[src/rtl/brf_pkg.sv]
// ---------------------------------------------------------------------------
// brf_pkg
// Types and codes shared by the relocation fixup core and its checker.
// ---------------------------------------------------------------------------
package brf_pkg;

  typedef logic signed [32:0] delta_t;
  typedef logic [1:0]         wr_width_t;
  typedef logic [1:0]         status_t;
  typedef logic [3:0]         rel_type_t;

  localparam wr_width_t WW_NONE = 2'd0;
  localparam wr_width_t WW_HALF = 2'd1;
  localparam wr_width_t WW_WORD = 2'd2;

  localparam status_t ST_OK         = 2'd0;
  localparam status_t ST_UNKNOWN    = 2'd1;
  localparam status_t ST_NO_PARTNER = 2'd2;

  localparam rel_type_t RT_ABSOLUTE = 4'd0;
  localparam rel_type_t RT_HIGH     = 4'd1;
  localparam rel_type_t RT_LOW      = 4'd2;
  localparam rel_type_t RT_HIGHLOW  = 4'd3;
  localparam rel_type_t RT_HIGHADJ  = 4'd4;

  localparam int          TYPE_SHIFT  = 12;
  localparam logic [11:0] OFFSET_MASK = 12'hfff;
  localparam logic [31:0] ROUND_HALF  = 32'h0000_8000;

endpackage

[src/rtl/base_relocation_fixup_core.sv]
// ---------------------------------------------------------------------------
// base_relocation_fixup_core
// Applies the image base delta to one relocation entry per word and emits
// the patch to write back, if any, or an error for a bad entry.
// ---------------------------------------------------------------------------
// Channel | Dir | Contents
// in_     | in  | tdata: page_rva, entry_word, current_value; tlast: last_in_block
// out_    | out | tdata: target_rva, new_value; tuser: write_width, status
// cfg_    | in  | data: base_delta (33 bits, signed)
//
// One word is accepted every cycle while out_tready does not stall; each
// result is registered through an input register and a result register.
// A high-adjust entry and its partner are two words giving one result.
// Reset is synchronous and clears the delta, the pending adjust and both stages.
// A stall on out_tready holds the result register and, through it, the input.
// ---------------------------------------------------------------------------
module base_relocation_fixup_core (
  input  logic            clk,
  input  logic            rst_n,
  input  logic            in_tvalid,
  output logic            in_tready,
  input  logic [79:0]     in_tdata,   // page_rva, entry_word, current_value
  input  logic            in_tlast,   // last_in_block
  output logic            out_tvalid,
  input  logic            out_tready,
  output logic [63:0]     out_tdata,  // target_rva, new_value
  output logic [3:0]      out_tuser,  // write_width, status
  input  logic            cfg_valid,
  output logic            cfg_ready,
  input  brf_pkg::delta_t cfg_data
);
  import brf_pkg::*;

  delta_t      delta_r;
  logic        s1_valid_r;
  logic [79:0] s1_data_r;
  logic        s1_last_r;
  logic        pending_r;
  logic [31:0] held_target_r;
  logic [15:0] held_value_r;
  logic        out_valid_r;
  logic [63:0] out_data_r;
  logic [3:0]  out_user_r;

  logic        s2_free;
  logic        s1_adv;
  logic [31:0] page;
  logic [15:0] entry;
  logic [31:0] cur;
  rel_type_t   rtype;
  logic [31:0] target;
  logic [31:0] adj_sum;
  logic        res_valid;
  logic [31:0] res_target;
  logic [31:0] res_value;
  wr_width_t   res_width;
  status_t     res_status;
  logic        pending_nxt;
  logic        hold_en;

  assign s2_free   = !out_valid_r || out_tready;
  assign s1_adv    = s1_valid_r && s2_free;
  assign in_tready = !s1_valid_r || s2_free;
  assign cfg_ready = 1'b1;

  assign page   = s1_data_r[31:0];
  assign entry  = s1_data_r[47:32];
  assign cur    = s1_data_r[79:48];
  assign rtype  = rel_type_t'(entry >> TYPE_SHIFT);
  assign target = page + {20'h0, entry[11:0] & OFFSET_MASK};
  assign adj_sum = {held_value_r, 16'h0} + {{16{entry[15]}}, entry}
                 + delta_r[31:0] + ROUND_HALF;

  always_comb begin
    res_valid   = 1'b0;
    res_target  = target;
    res_value   = 32'h0;
    res_width   = WW_NONE;
    res_status  = ST_OK;
    pending_nxt = 1'b0;
    hold_en     = 1'b0;
    if (delta_r == '0) begin
      res_valid = 1'b0;
    end else if (pending_r) begin
      res_valid  = 1'b1;
      res_target = held_target_r;
      res_value  = {16'h0, adj_sum[31:16]};
      res_width  = WW_HALF;
    end else begin
      case (rtype)
        RT_ABSOLUTE: begin
          res_valid = 1'b0;
        end
        RT_HIGH: begin
          res_valid = 1'b1;
          res_value = {16'h0, cur[15:0] + delta_r[31:16]};
          res_width = WW_HALF;
        end
        RT_LOW: begin
          res_valid = 1'b1;
          res_value = {16'h0, cur[15:0] + delta_r[15:0]};
          res_width = WW_HALF;
        end
        RT_HIGHLOW: begin
          res_valid = 1'b1;
          res_value = cur + delta_r[31:0];
          res_width = WW_WORD;
        end
        RT_HIGHADJ: begin
          if (s1_last_r) begin
            res_valid  = 1'b1;
            res_status = ST_NO_PARTNER;
          end else begin
            pending_nxt = 1'b1;
            hold_en     = 1'b1;
          end
        end
        default: begin
          res_valid  = 1'b1;
          res_status = ST_UNKNOWN;
        end
      endcase
    end
  end

  always_ff @(posedge clk) begin
    if (!rst_n) begin
      delta_r       <= '0;
      s1_valid_r    <= 1'b0;
      pending_r     <= 1'b0;
      held_target_r <= 32'h0;
      held_value_r  <= 16'h0;
      out_valid_r   <= 1'b0;
    end else begin
      if (cfg_valid && cfg_ready) begin
        delta_r <= cfg_data;
      end
      if (in_tready) begin
        s1_valid_r <= in_tvalid;
      end
      if (s1_adv) begin
        pending_r <= pending_nxt;
        if (hold_en) begin
          held_target_r <= target;
          held_value_r  <= cur[15:0];
        end
      end
      if (s2_free) begin
        out_valid_r <= s1_valid_r && res_valid;
      end
    end
  end

  always_ff @(posedge clk) begin
    if (in_tvalid && in_tready) begin
      s1_data_r <= in_tdata;
      s1_last_r <= in_tlast;
    end
    if (s1_adv) begin
      out_data_r <= {res_value, res_target};
      out_user_r <= {res_status, res_width};
    end
  end

  assign out_tvalid = out_valid_r;
  assign out_tdata  = out_data_r;
  assign out_tuser  = out_user_r;

endmodule

[config.mk]
export PLATFORM = sky130hd
export DESIGN_NAME = base_relocation_fixup_core
export DESIGN_NICKNAME = d
export VERILOG_FILES = /design/src/rtl/brf_pkg.sv /design/src/rtl/base_relocation_fixup_core.sv
export SDC_FILE = /design/constraint.sdc
export NUM_CORES = 1
export LEC_CHECK = 0
export BUFFER_PORTS_ARGS = -buffer_cell sky130_fd_sc_hd__buf_2
export CORE_MARGIN = 5
export CORE_UTILIZATION = 59
export CTS_CLUSTER_DIAMETER = 40
export DETAILED_ROUTE_END_ITERATION = 16
export PLACE_DENSITY = 0.8
export SYNTH_ARGS = -nofsm -noshare
export SYNTH_HDL_FRONTEND = slang
export SYNTH_SLANG_ARGS = --single-unit
[constraint.sdc]
create_clock -name clk -period 11.7 [get_ports clk]
set_clock_uncertainty 0.2 [all_clocks]
set_input_delay 1.755 -clock clk [delete_from_list [all_inputs] [get_ports clk]]
set_output_delay 1.755 -clock clk [all_outputs]
set_load 0.01 [all_outputs]
# Yosys cells after proc, flatten, opt, wreduce, memory -nomap -nowiden

Index checks and enable logic that the tools add are counted.

Add/subtract/negate cells: 7
Multiply operators: 0
Div/mod/pow operators: 0
Magnitude comparators: 0
Equality and inequality tests: 4
Shifts and indexed selects: 0
Multiplexer cells: 16
Bitwise operators: 0
Reduce and logical (&&, ||, !) cells: 13

Operators by type and width:

| kind                                                              | number |
|---|---|
| 32-bit adder                                                      | 3 |
| 32-bit case mux with 3 select lines                               | 1 |
| 32-bit 2-to-1 mux                                                 | 2 |
| 33-bit logical NOT                                                | 1 |
| 16-bit adder                                                      | 2 |
| 32-bit by 12-bit adder with 32-bit output                         | 1 |
| 32-bit by 16-bit adder with 32-bit output (second input constant) | 1 |
| 16-bit 2-to-1 mux                                                 | 1 |
| 4-bit by 2-bit == test with 1-bit output (second input constant)  | 2 |
| 1-bit 2-to-1 mux                                                  | 8 |
| 2-bit case mux with 2 select lines                                | 2 |
| 4-bit by 1-bit == test with 1-bit output (second input constant)  | 1 |
| 4-bit by 3-bit == test with 1-bit output (second input constant)  | 1 |
| 4-bit logical NOT                                                 | 1 |
| 2-bit OR reduction                                                | 2 |
| 4-bit OR reduction                                                | 1 |
| 1-bit logical AND                                                 | 3 |
| 1-bit logical NOT                                                 | 2 |
| 1-bit logical OR                                                  | 2 |
| 2-bit 2-to-1 mux                                                  | 1 |
| 1-bit case mux with 2 select lines                                | 1 |
| 2-bit AND reduction                                               | 1 |

Register bits: 233
Bits in latches: 0
Memory bits (writable): 0
ROM bits: 0
Input port bits: 119
Output and inout bits: 71
Logic and storage cells: 53
Memories kept: 0

# Logic depth before layout (Yosys ltp)

Depth after elaboration: 5
Gate-level depth with buffers: 16
Mapped depth without buffers: 16

# Worst setup path after synthesis

Ideal clock, no wire load.

Kind: in2reg
Start point: in out_tready
End point: reg s1_data_r[0] (enable)
Library setup time: 449 ps
Arrival time: 3856 ps
Required time: 11051 ps
Slack: 7195 ps
Stages: 3
Buffers on the path: 0
Path through: nor2b_1 -> nand2_1 -> and2_1

Word-level cells in the longest chain between the ends: 3

Ends and longest elaborated chain:

| element              | line                              | source |
|---|---|---|
| from (decl)          | base_relocation_fixup_core.sv:25  | `input logic out_tready,` |
| 1-bit logical OR     | base_relocation_fixup_core.sv:61  | `assign s2_free = !out_valid_r \|\| out_tready;` |
| 1-bit logical OR     | base_relocation_fixup_core.sv:63  | `assign in_tready = !s1_valid_r \|\| s2_free;` |
| named net in_tready  | base_relocation_fixup_core.sv:21  | `output logic in_tready,` |
| 1-bit logical AND    | base_relocation_fixup_core.sv:155 | `if (in_tvalid && in_tready) begin` |
| to (signal assigned) | base_relocation_fixup_core.sv:156 | `s1_data_r <= in_tdata;` |
| to (decl)            | base_relocation_fixup_core.sv:36  | `logic [79:0] s1_data_r;` |

The timed path passes the listed nets, and every way through them passes these cells.
A chain may end at the register's enable or synchronous reset.

# Worst setup path after layout

Start point: in out_tready
End point: out in_tready

Word-level cells in the longest chain between the ends: 2

Ends and longest elaborated chain:

| element          | line |
|---|---|
| 1-bit logical OR | base_relocation_fixup_core.sv:61 |
| 1-bit logical OR | base_relocation_fixup_core.sv:63 |
| to (decl)        | base_relocation_fixup_core.sv:21 |

Every way passes these cells.

==> out/metrics.yaml <==
critical_path:
  delay_contributed_by_the_slowest_stage_of_the_critical_path_ns: 0.21
  reg2reg_depth: 16
  critical_path.endpoint_type: "output port"
  critPathBufInv: 2
  criticalPathCategory: "input pin to output port"
  critical_path.most_common_cell: "buf_2"
  cp_top_family: "simple AND/OR/NAND/NOR gates"
  crit-reg2reg-capture: "out_tdata[47]$_SDFFCE_PP0P_"
  rr_startpoint: "s1_data_r[47]$_DFFE_PP_"
  timing.critical_path.slowest_stage_cell: "nor2b_1"
  critPathArrivalTime_ns: 2.32
  critPathLaunchType: "input pin"
  worst-path-max-fanout: 4
  rrSetupSlack_ns: 7.47
  cp_data_required_time_ns: 9.75
  critical_path_cell_by_cell: "buf_2 -> nor2b_1 -> nand2_1 -> buf_2"
synth:
  ys_dominant_reg_cell: "edfxtp_1"
  syn_nets: 1489
  synth-warning-count: 0
  seq_area_frac_synth: 0.4610
  ys_ff_latch: 233
  yosys.area.top_type: "edfxtp_1"
  synthesis.instances: 1247
  distinct_cells_synth: 73
  synth_edf_count: 149
  synthesis.area_um2: 13350
  synth_top_area_share: 0.3351
  netlist_top_cells_area: "edfxtp_1 34%, dfxtp_1 13%, ha_1 9.8%"
  async_flop_share: 0
  synth_area_per_cell_um2: 10.71
min_path:
  timing.hold.worst_endpoint: "held_target_r[12]$_SDFFE_PN0P_"
  worstHoldPathType: "flop to flop"
  min-delay-start: "held_target_r[12]$_SDFFE_PN0P_"
  worstHoldPathCells: 2
place:
  pre_cts_ws_ns: 7.427
  io_buffer_count: 188
  dpl.hpwl_um: 25460
  globalplace.congestion: 0.9273
clock_tree:
  clk_root_buffer_cell: "clkbuf_16"
  path_clk_slew_ns: 0.06
  cts.repair_timing.setup_buffer_count: 0
  h-tree-depth: 2
  worstSkewPairLatency_ns: 0.52
  ctsResizeCount: 0
  tritoncts_clock_tree: "yes"
  cts_sink_count: 233
  tritoncts.num_buffers: 35
  max-clock-path-buffers: 3
  post_cts_hold_buffer_count: 0
die:
  top_level_ports: 190
  floorplan.die.width_um: 160.4
  start_util: 0.5952
  die_outline_height_um: 160.4
  floorplan.core_area_um2: 22430
  die-area_um2: 25740
  num_rows: 55
power:
  total_switching_power_w: 0.0006465
  power-per-cell-area_nw_per_um2: 150.4
  sw_frac_of_total: 0.2730
  clkPwrFrac: 0.443
  share_seq_of_total_power: 0.406
  static-leakage-power_nw: 6.768
  ir_worst_vdd_uv: 131.3
  pwr-share-comb: 0.152
  power_report.internal_total_w: 0.001721
grt:
  grt_antenna_before_repair: 9
  grt_first_pass_wirelength_um: 54620
  grt_pass1_vias: 10230
  grt-ovfl-total: 0
  largest_net_degree_at_the_start_of_global_routing: 86
  gr-usage-all-layers: 0.2659
cells_and_area:
  post_route_cells_drive_above_1_share: 0.2165
  fillerInstances: 1680
  areaGrowthSynthToFinish_pct: 17.94
  seqCellArea_um2: 6156
  design.final.nets: 1679
  final_common_cell: "buf_2"
  mostFrequentLayoutCells: "188 x buf_2, 149 x edfxtp_1, 105 x a21oi_1, 105 x ha_1, 101 x nand2_1"
  multiInputGateArea_um2: 6913
route:
  route.layer.met1.wl_um: 14810
  drtPass1Iterations: 5
  met3WireLength_um: 2547
  drt-initial-drc-count: 698
  detail_route.wl_per_cell_um: 19.81
  dr.max_layer_used: "met5"
  post-route-drc-count: 0
  wl_met2_um: 15910
  avgViaCountPerCell: 5.906
  postRouteAntennaNets: 0
  vias: 10350
  wl_um: 34710
flow_run:
  number_of_max_cap_violations: 0
timing:
  worst_margin_pin_slew_ns: 1.121
  period_minus_slack_ns: 4.277
  totalNegativeSetupSlack_ns: 0
  grt_setup_unrepaired: "no"
  finalHoldViolations: 0
  worst_slew_margin_rel: 0.2524
  setup-violations-final: 0
  layout_worst_path_cycle_share: 0.3655
  finalMaxSlewViolations: 0
  post_route_worst_setup_slack_ns: 7.423
  maxClockFrequency_mhz: 233.8
status:
  result_of_the_run: "finished, final reports clean"
## stage by stage
stage          power [W]  std cells  utilization  area (µm²)  hold WS, ns
2_1_floorplan   0.001217       1247            -       13350       0.2274
3_3_place_gp    0.001323       1685       0.6481       14540       0.2394
3_5_place_dp    0.001330       1685       0.6481       14540       0.2499
4_1_cts         0.002381       1749       0.7017       15740       0.2533
5_1_grt         0.002464       1752       0.7020       15750       0.2664
6_report        0.002368       1752       0.7020       15750       0.2533
## power groups by stage
stage	clock (W)	combinational [W]	sequential [W]
2_1_floorplan	0	0.000247	0.000970
3_3_place_gp	0	0.000348	0.000975
3_5_place_dp	0	0.000354	0.000976
4_1_cts	0.00106	0.000358	0.000960
5_1_grt	0.00110	0.000397	0.000964
6_report	0.00105	0.000359	0.000961
## cells in the mapped netlist (all sizes together) (3+ instances only)
cell and instances:
a211oi 12, a21boi 28, a21o 42, a21oi 108, a221oi 11, a22oi 3
a31oi 10, and2 6, and3 10, and4 4, buf 11, clkbuf 32
dfxtp 84, edfxtp 149, fa 18, ha 105, inv 30, mux2 26
mux2i 36, nand2 101, nand2b 9, nand3 23, nand4 13, nor2 86
nor2b 42, nor3 20, nor4 8, o211a 5, o211ai 6, o21a 6
o21ai 64, o21bai 9, o31ai 4, o41ai 4, or2 6, or3 7
xnor2 50, xor2 37
## cells by family after synthesis
logic type | share of synthesized area
compound gates | 0.1620
xor+xnor | 0.05707
fa+ha+maj | 0.1254
buf+inv | 0.02202
flops | 0.4610
mux | 0.04891
other cells | 0.0002808
simple gates | 0.1233
## flip-flops by register name, summed over array words and instances, names as in the netlist, 4 cells and up
signal	cells
s1_data_r	80
out_tdata	64
delta_r	33
held_target_r	32
held_value_r	16
out_tuser	4
## per-layer routing
metal	vias up	GRT usage
met3	98	0.05235
met4	12	0.1029
met1	4866	0.3586
li1	4980	-
met5	-	0
met2	392	0.4269
## final cells by class
class,instances,share of cell area
Clock buffer,37,0.05736
Inverter,30,0.007150
Clock inverter,27,0.01899
Timing Repair Buffer,196,0.06356
Tap cell,285,0.02264
Multi-Input combinational cell,941,0.4389
Antenna cell,3,0.0004767
Sequential cell,233,0.3909
## worst max-delay path by stage
stage | slack, ns | cells after the start | to | from
final | 7.42 | 4 | in_tready | out_tready
after global routing | 7.21 | 16 | out_tdata[47]$_SDFFCE_PP0P_ | s1_data_r[47]$_DFFE_PP_
after CTS | 7.42 | 4 | in_tready | out_tready
after detailed placement | 7.43 | 4 | in_tready | out_tready
after global placement | 7.46 | 4 | in_tready | out_tready
after floorplan | 7.19 | 3 | s1_data_r[0]$_DFFE_PP_ | out_tready
## worst min-delay path: cells and delay by family (launching register included)
| kind | cells | cell delay [ns] |
|---|---|---|
| DFF | 1 | 0.31 |
| and+or+nand+nor | 2 | 0.10 |
Note: power is estimated with default switching activity, not from simulation.
